### config.mk
export PLATFORM = sky130hd
export DESIGN_NAME = cob_exec
export DESIGN_NICKNAME = d
export VERILOG_FILES = /design/src/cob_pkg.sv /design/src/cob_exec.sv
export SDC_FILE = /design/constraint.sdc
export NUM_CORES = 1
export LEC_CHECK = 0
export ABC_AREA = 1
export BUFFER_PORTS_ARGS = -buffer_cell sky130_fd_sc_hd__buf_2
export CAP_MARGIN = 15
export CELL_PAD_IN_SITES_DETAIL_PLACEMENT = 1
export CELL_PAD_IN_SITES_GLOBAL_PLACEMENT = 1
export CORE_ASPECT_RATIO = 0.8
export CORE_MARGIN = 2
export CORE_UTILIZATION = 29
export DETAILED_ROUTE_END_ITERATION = 10
export MAX_ROUTING_LAYER = met4
export PLACE_DENSITY_LB_ADDON = 0.1
export SLEW_MARGIN = 20
export SYNTH_ARGS = -nofsm -noshare
export SYNTH_HDL_FRONTEND = slang
export SYNTH_SLANG_ARGS = --single-unit
export TNS_END_PERCENT = 5
### constraint.sdc
create_clock -name vclk -period 3.41
set_clock_uncertainty 0.15 [all_clocks]
set_input_delay 0.5115 -clock vclk [all_inputs]
set_output_delay 0.5115 -clock vclk [all_outputs]
set_load 0.01 [all_outputs]
### src/cob_pkg.sv
// Shared types and opcode codes for the opcode 0x00-0x1F execute block.
// No dependencies; used by cob_exec and the top level.
`timescale 1ns / 1ps
package cob_pkg;

	localparam int MEM_ADDR_BITS_DEF = 16;

	localparam logic [4:0] OP_NOP        = 5'h00;
	localparam logic [4:0] OP_LD_BC_D16  = 5'h01;
	localparam logic [4:0] OP_LD_MBC_A   = 5'h02;
	localparam logic [4:0] OP_INC_BC     = 5'h03;
	localparam logic [4:0] OP_INC_B      = 5'h04;
	localparam logic [4:0] OP_DEC_B      = 5'h05;
	localparam logic [4:0] OP_LD_B_D8    = 5'h06;
	localparam logic [4:0] OP_RLCA       = 5'h07;
	localparam logic [4:0] OP_LD_MA16_SP = 5'h08;
	localparam logic [4:0] OP_ADD_HL_BC  = 5'h09;
	localparam logic [4:0] OP_LD_A_MBC   = 5'h0A;
	localparam logic [4:0] OP_DEC_BC     = 5'h0B;
	localparam logic [4:0] OP_INC_C      = 5'h0C;
	localparam logic [4:0] OP_DEC_C      = 5'h0D;
	localparam logic [4:0] OP_LD_C_D8    = 5'h0E;
	localparam logic [4:0] OP_RRCA       = 5'h0F;
	localparam logic [4:0] OP_STOP       = 5'h10;
	localparam logic [4:0] OP_LD_DE_D16  = 5'h11;
	localparam logic [4:0] OP_LD_MDE_A   = 5'h12;
	localparam logic [4:0] OP_INC_DE     = 5'h13;
	localparam logic [4:0] OP_INC_D      = 5'h14;
	localparam logic [4:0] OP_DEC_D      = 5'h15;
	localparam logic [4:0] OP_LD_D_D8    = 5'h16;
	localparam logic [4:0] OP_RLA        = 5'h17;
	localparam logic [4:0] OP_JR         = 5'h18;
	localparam logic [4:0] OP_ADD_HL_DE  = 5'h19;
	localparam logic [4:0] OP_LD_A_MDE   = 5'h1A;
	localparam logic [4:0] OP_DEC_DE     = 5'h1B;
	localparam logic [4:0] OP_INC_E      = 5'h1C;
	localparam logic [4:0] OP_DEC_E      = 5'h1D;
	localparam logic [4:0] OP_LD_E_D8    = 5'h1E;
	localparam logic [4:0] OP_RRA        = 5'h1F;

	// flag nibble: Z N H C
	typedef struct packed {
		logic [15:0] pc;
		logic [7:0]  a;
		logic [3:0]  f;
		logic [7:0]  b;
		logic [7:0]  c;
		logic [7:0]  d;
		logic [7:0]  e;
		logic [7:0]  h;
		logic [7:0]  l;
	} cob_regs_t;

	typedef struct packed {
		logic        mem_we;
		logic [15:0] waddr;
		logic [7:0]  wdata;
		logic        mem_re;
		logic [15:0] raddr;
		logic        sp_hi;
		logic [15:0] hi_addr;
		logic [2:0]  cyc;
	} cob_ctl_t;

endpackage

### src/cob_exec.sv
// Combinational decode and execute of one opcode: next register state and
// memory requests. Depends on cob_pkg.
`timescale 1ns / 1ps
module cob_exec import cob_pkg::*; (
	input  logic [4:0]  op,
	input  logic [15:0] imm,
	input  logic [15:0] sp,
	input  cob_regs_t   cur,
	output cob_regs_t   nxt,
	output cob_ctl_t    ctl
);

	function automatic logic [11:0] inc8(input logic [7:0] o, input logic cy);
		logic [7:0] n;
		n = o + 8'd1;
		return {n, (n == 8'd0), 1'b0, (o[3:0] == 4'hF), cy};
	endfunction

	function automatic logic [11:0] dec8(input logic [7:0] o, input logic cy);
		logic [7:0] n;
		n = o - 8'd1;
		return {n, (n == 8'd0), 1'b1, (o[3:0] == 4'h0), cy};
	endfunction

	logic [15:0] bc, de, hl, addv, len;
	logic [16:0] sum;
	logic [12:0] sum_lo;
	logic [11:0] r8;

	assign bc = {cur.b, cur.c};
	assign de = {cur.d, cur.e};
	assign hl = {cur.h, cur.l};
	assign addv = op[4] ? de : bc;
	assign sum = {1'b0, hl} + {1'b0, addv};
	assign sum_lo = {1'b0, hl[11:0]} + {1'b0, addv[11:0]};

	always_comb begin
		nxt = cur;
		ctl = '0;
		ctl.cyc = 3'd1;
		len = 16'd1;
		r8 = '0;
		unique case (op)
			OP_NOP: ;
			OP_LD_BC_D16: begin {nxt.b, nxt.c} = imm; len = 16'd3; ctl.cyc = 3'd3; end
			OP_LD_MBC_A: begin
				ctl.mem_we = 1'b1; ctl.waddr = bc; ctl.wdata = cur.a; ctl.cyc = 3'd2;
			end
			OP_INC_BC: begin {nxt.b, nxt.c} = bc + 16'd1; ctl.cyc = 3'd2; end
			OP_INC_B: begin r8 = inc8(cur.b, cur.f[0]); {nxt.b, nxt.f} = r8; end
			OP_DEC_B: begin r8 = dec8(cur.b, cur.f[0]); {nxt.b, nxt.f} = r8; end
			OP_LD_B_D8: begin nxt.b = imm[7:0]; len = 16'd2; ctl.cyc = 3'd2; end
			OP_RLCA: begin nxt.a = {cur.a[6:0], cur.a[7]}; nxt.f = {3'b000, cur.a[7]}; end
			OP_LD_MA16_SP: begin
				ctl.mem_we = 1'b1; ctl.waddr = imm; ctl.wdata = sp[7:0];
				ctl.sp_hi = 1'b1; ctl.hi_addr = imm + 16'd1;
				len = 16'd3; ctl.cyc = 3'd5;
			end
			OP_ADD_HL_BC, OP_ADD_HL_DE: begin
				{nxt.h, nxt.l} = sum[15:0];
				nxt.f = {cur.f[3], 1'b0, sum_lo[12], sum[16]};
				ctl.cyc = 3'd2;
			end
			OP_LD_A_MBC: begin ctl.mem_re = 1'b1; ctl.raddr = bc; ctl.cyc = 3'd2; end
			OP_DEC_BC: begin {nxt.b, nxt.c} = bc - 16'd1; ctl.cyc = 3'd2; end
			OP_INC_C: begin r8 = inc8(cur.c, cur.f[0]); {nxt.c, nxt.f} = r8; end
			OP_DEC_C: begin r8 = dec8(cur.c, cur.f[0]); {nxt.c, nxt.f} = r8; end
			OP_LD_C_D8: begin nxt.c = imm[7:0]; len = 16'd2; ctl.cyc = 3'd2; end
			OP_RRCA: begin nxt.a = {cur.a[0], cur.a[7:1]}; nxt.f = {3'b000, cur.a[0]}; end
			OP_STOP: len = 16'd2;
			OP_LD_DE_D16: begin {nxt.d, nxt.e} = imm; len = 16'd3; ctl.cyc = 3'd3; end
			OP_LD_MDE_A: begin
				ctl.mem_we = 1'b1; ctl.waddr = de; ctl.wdata = cur.a; ctl.cyc = 3'd2;
			end
			OP_INC_DE: begin {nxt.d, nxt.e} = de + 16'd1; ctl.cyc = 3'd2; end
			OP_INC_D: begin r8 = inc8(cur.d, cur.f[0]); {nxt.d, nxt.f} = r8; end
			OP_DEC_D: begin r8 = dec8(cur.d, cur.f[0]); {nxt.d, nxt.f} = r8; end
			OP_LD_D_D8: begin nxt.d = imm[7:0]; len = 16'd2; ctl.cyc = 3'd2; end
			OP_RLA: begin nxt.a = {cur.a[6:0], cur.f[0]}; nxt.f = {3'b000, cur.a[7]}; end
			OP_JR: begin len = 16'd2 + {{8{imm[7]}}, imm[7:0]}; ctl.cyc = 3'd3; end
			OP_LD_A_MDE: begin ctl.mem_re = 1'b1; ctl.raddr = de; ctl.cyc = 3'd2; end
			OP_DEC_DE: begin {nxt.d, nxt.e} = de - 16'd1; ctl.cyc = 3'd2; end
			OP_INC_E: begin r8 = inc8(cur.e, cur.f[0]); {nxt.e, nxt.f} = r8; end
			OP_DEC_E: begin r8 = dec8(cur.e, cur.f[0]); {nxt.e, nxt.f} = r8; end
			OP_LD_E_D8: begin nxt.e = imm[7:0]; len = 16'd2; ctl.cyc = 3'd2; end
			OP_RRA: begin nxt.a = {cur.f[0], cur.a[7:1]}; nxt.f = {3'b000, cur.a[0]}; end
			default: ;
		endcase
		nxt.pc = cur.pc + len;
	end

endmodule
==> qor.yml, run 1 <==
status: "finished, final reports clean"
endpoint: "nxt[72]"
finalCriticalPeriod_ps: 3390
num_rows: 48
regArea_sq_um: 0
nNetsFinal: 1834
crit_fanout: 4
synth_top_area_share_pct: 22.4
grt_max_degree: 26
ys.warnings.count: 0
core-area_sq_um: 21700
p_per_area_nw_per_um2: 133
die_h_um: 137
place_inst: 1959
die_w_um: 171
clockBufferCount: 0
vias_per_cell: 5.35
routed_wl_um: 40100
startpoint: "imm[4]"
track_usage_pct: 33.7
fin_crit_sh_pct: 99.5
hold_violations: 0
overflow: 0
setup_viol: 0
worst_slew_pin_slew_ps: 584
arrival_ps: 2730
drc: 0
port-buffer-count: 243
vias: 10500
ios: 251
antenna_left: 0
fin_cells: 1969
dr.pass1.iters: 5
routedWlPerCell_um: 20.4
hold_class: "input port to output port"
synth_largest_area_cell: "nand2_1"
holdWs_ps: 1160
seq_cell_count: 0
hpwl_um: 34200
required_ps: 2750
area_delta_synth_final_pct: 45.0
postLayoutSetupSlackWorst_ps: 18.2
antenna_found_initial: 2
utilization_pct: 43.1
syn_avg_cell_area_sq_um: 4.96
gp_congestion: 1.01
syn-cell-area_sq_um: 6460
grt_pass1_vias: 10100
drv_slew: 0
p_leak_nw: 5.12
holdPathStages: 4
rsz0062_at_grt: "yes"
seq_area_frac_synth_pct: 0
syn-num-nets: 1466
drv_cap: 0
yosys.cell_types.count: 46
postSynthCellCount: 1301
post-place-ws_ps: -116
start_util_pct: 29.7
max_freq_ghz: 0.295
yosys-top-cells-area: "nand2_1, ha_1, nor2_1"
slew_headroom_pct: 61.0
grt_pass1_wl_um: 58800
design.die.area_sq_um: 23500
cp-end-kind: "output port"
final_layout_size_suffix_gt1_share_pct: 29.4
vdd_drop_max_v: 0.0000560
drtIter0Drc: 939
cp-start-kind: "input port"
worstSetupPathType: "input port to output port"
hold_start: "sp[2]"
[worst max-delay path, stage by stage]
cell and delay [ps]:
buf_2 180, nand2_1 150, nor3_1 280, a21oi_1 160, nor3_2 200, ha_1 290, nand2_2 90, a21oi_2 60
nor3_2 170, nand3_2 150, a21oi_2 190, xnor2_1 130, buf_2 150
[power by group]
group | total [mW] | switching, mW | internal, mW
Sequential | 0 | 0 | 0
Combinational | 1.25 | 0.767 | 0.479
Clock | 0.0000000576 | 0 | 0.0000000576
[routing by layer]
layer / share of wire, % / up-vias / GRT usage (%)
met5: 0 / - / -
met2: 41 / 426 / 48.6
li1: - / 5095 / -
met1: 47 / 4963 / 47.4
met3: 10 / 44 / 8.27
met4: 2.1 / 0 / 6.64
[stage by stage]
stage	TNS (ps)	instance area, sq um	total power, mW
final	0	9360	1.25
after global routing	-866	9360	1.35
after CTS	-33.9	9060	1.19
after detailed placement	-865	9030	1.18
after global placement	-520	9030	1.16
after floorplan	0	6460	0.592
[cell usage after synthesis (5+ instances only)]
cell	number
nand3_1	116
nand4_1	29
buf_2	14
nor3_1	26
o22ai_1	35
o21ai_1	10
a21oi_1	72
o211ai_1	9
inv_1	136
xnor2_1	8
xor2_1	20
o21ai_0	105
nor2_2	10
nor2_4	5
clkbuf_1	22
a31oi_1	7
o221ai_1	10
inv_2	14
clkinv_1	8
nand2_1	386
ha_1	50
nor2_1	157
o21bai_1	5
[final cells by class]
cell class         instances  area [sq um]
well taps                300           375
fillers                 3236         12400
diodes                     2          5.00
repair buffers           407          2470
multi-input cells       1102          5910
inverters                158           593
[logic make-up (layout without fill, tap and decap cells)]
| group | Yosys count | count (layout) | share of synthesized area, % |
|---|---|---|---|
| compound gates | 272 | 272 | 24.0 |
| xor+xnor | 28 | 28 | 3.80 |
| fa+ha+maj | 52 | 52 | 10.3 |
| buf+inv | 199 | 565 | 12.1 |
| other cells | 0 | 2 | 0 |
| simple gates | 750 | 750 | 49.8 |
[repair_timing]
action                                  in CTS  in global routing
endpoints found under the setup margin      17                 21
gates resized for setup                     13                 56
hold buffers                                 0                  0
setup buffers                                0                  8
pin swaps                                    1                 16
endpoints found under the hold margin        0                  0
[layout by cell type (no fill, tap or decap), types with 8 or more instances in the layout]
cell type,instances
a21oi_1,63
a21oi_2,9
buf_2,240
buf_4,163
ha_1,42
ha_4,8
inv_1,134
inv_2,17
nand2_1,382
nand2_2,8
nand3_1,112
nand4_1,29
nor2_1,155
nor2_2,10
nor3_1,22
o211ai_1,9
o21ai_0,91
o21ai_1,21
o221ai_1,10
o22ai_1,34
xnor2_1,8
xor2_1,20
[worst min path at each step]
stage	to	slack (ps)
finish	ctl[39]	1160
global route	ctl[40]	1190
CTS	ctl[39]	1170
detailed placement	ctl[39]	1160
global placement	ctl[42]	1160
floorplan	ctl[3]	920
Note: power is estimated with default switching activity, not from simulation.
==> run 2, diff against run 1 <==
--- a/config.mk
+++ b/config.mk
@@ -11,10 +11,9 @@
 export CELL_PAD_IN_SITES_DETAIL_PLACEMENT = 1
 export CELL_PAD_IN_SITES_GLOBAL_PLACEMENT = 1
 export CORE_ASPECT_RATIO = 0.8
-export CORE_MARGIN = 2
+export CORE_MARGIN = 5
 export CORE_UTILIZATION = 29
 export DETAILED_ROUTE_END_ITERATION = 10
-export MAX_ROUTING_LAYER = met4
 export PLACE_DENSITY_LB_ADDON = 0.1
 export SLEW_MARGIN = 20
 export SYNTH_ARGS = -nofsm -noshare
==> run 2 against run 1 <==
  * The flow now finishes with violations (setup timing)
  * Global-route usage decreased by 3.1 points
  * Hold slack better by 7.5 ps
  * Utilization is 0.47 points higher
  * Sequential share of layout area unchanged
  * Final cell count is 0.20% lower
  * Routed wire length is 3.5% higher
  * Largest power group unchanged
==> qor.yml, run 2 (synthesized netlist as in run 1, its figures left out) <==
p_leak_nw: 5.13
p_int_mw: 0.495
slew_headroom_pct: 52.0
layout_common_cells: "nand2_1, buf_2, buf_4"
final.fill_count: 3191
utilization_pct: 43.5
cp-end-kind: "output port"
gp_congestion: 0.993
vdd_drop_max_v: 0.0000724
dr.pass1.iters: 5
fin_crit_sh_pct: 101
antenna_left: 0
port-buffer-count: 243
mostFrequentLayoutCell: "nand2_1"
grt_pass1_wl_um: 60900
routed_wl_um: 41500
postLayoutSetupSlackWorst_ps: -27.9
hold_class: "input port to output port"
hold_violations: 0
swShare_pct: 61.3
drtIter0Drc: 1120
final_layout_size_suffix_gt1_share_pct: 29.9
hpwl_um: 34900
finalCriticalPeriod_ps: 3440
ios: 251
crit_fanout: 3
start_util_pct: 29.7
holdWs_ps: 1170
worstSetupPathType: "input port to output port"
post-place-ws_ps: -116
overflow: 0
required_ps: 2750
clkPwrFrac_pct: 0
num_rows: 48
seq_power_share_pct: 0
antenna_found_initial: 1
max_freq_ghz: 0.291
status: "finished with violations"
p_per_area_nw_per_um2: 135
vias_per_cell: 5.43
die_w_um: 177
arrival_ps: 2780
track_usage_pct: 30.5
routedWlPerCell_um: 21.1
multi_input_area_sq_um: 5970
seq_cell_count: 0
worst_slew_pin_slew_ps: 714
p_sw_mw: 0.783
regArea_sq_um: 0
p_comb_share_pct: 100.0
design.die.area_sq_um: 25400
clockBufferCount: 0
grt_pass1_vias: 10300
violations: "setup timing"
die_h_um: 143
drv_cap: 0
core-area_sq_um: 21700
drc: 0
drv_slew: 0
area_delta_synth_final_pct: 46.5
grt_max_degree: 32
nNetsFinal: 1831
setup_viol: 4
rsz0062_at_grt: "yes"
cp-start-kind: "input port"
vias: 10700
## run 2: changes by cell type in the layout (fill, tap and decap cells not counted), sizes merged
cell | before | now
buf | 407 | 401
diode | 2 | 1
clkinvlp | 0 | 1
clkbuf | 0 | 3
inv | 151 | 150
## run 2: area by class of cell
| class | instances | area share, % |
|---|---|---|
| diodes | 1 | 0.0264 |
| repair buffers | 404 | 26.6 |
| multi-input cells | 1102 | 63.1 |
| inverters | 158 | 6.31 |
| well taps | 300 | 3.97 |
## run 2: final timing paths
| kind | slack, ps | depth (start not counted) | to | start |
|---|---|---|---|---|
| max | -30 | 17 | nxt[74] | imm[1] |
| min | 1170 | 4 | ctl[39] | sp[2] |
## run 2: critical path, cell delays in order
cell,delay [ps]
buf_8,90
ha_4,140
nand2_4,60
nor2_4,110
inv_2,50
nor2_4,120
inv_2,50
nor3_2,200
nor3_2,80
ha_1,350
nand2_2,100
a21oi_2,70
nor3_2,230
nand3_2,180
a21oi_2,180
xnor2_1,120
buf_2,140
## run 2: timing repair
| item | in CTS | in global routing |
|---|---|---|
| setup endpoints to repair | 15 | 26 |
| hold buffers | 0 | 0 |
| setup buffers | 0 | 6 |
| cloned | 0 | 2 |
| resized for setup | 17 | 69 |
| pin swaps | 2 | 19 |
| hold endpoints to repair | 0 | 0 |
## run 2: layer usage
metal,wire (um),up-vias,global-route usage [%]
met1,19500,5056,45.9
met3,3780,46,5.02
li1,-,5086,-
met4,703,0,4.23
met2,17500,481,46.8
met5,0,-,0
## run 2: per-stage QoR
stage / area, sq um / cells / setup TNS [ps] / power, mW
2_1_floorplan: 6460 / 1301 / 0 / 0.592
3_3_place_gp: 9040 / 1956 / -183 / 1.18
3_5_place_dp: 9040 / 1956 / -918 / 1.19
4_1_cts: 9080 / 1956 / 0 / 1.20
5_1_grt: 9460 / 1964 / -1030 / 1.38
6_report: 9460 / 1965 / -88.4 / 1.28
## run 2: power groups by stage
stage               Combinational (mW)  Sequential (mW)     Clock, mW
floorplan                        0.592                0             0
global placement                  1.18                0             0
detailed placement                1.19                0             0
CTS                               1.20                0             0
global route                      1.38                0             0
finish                            1.28                0  0.0000000276
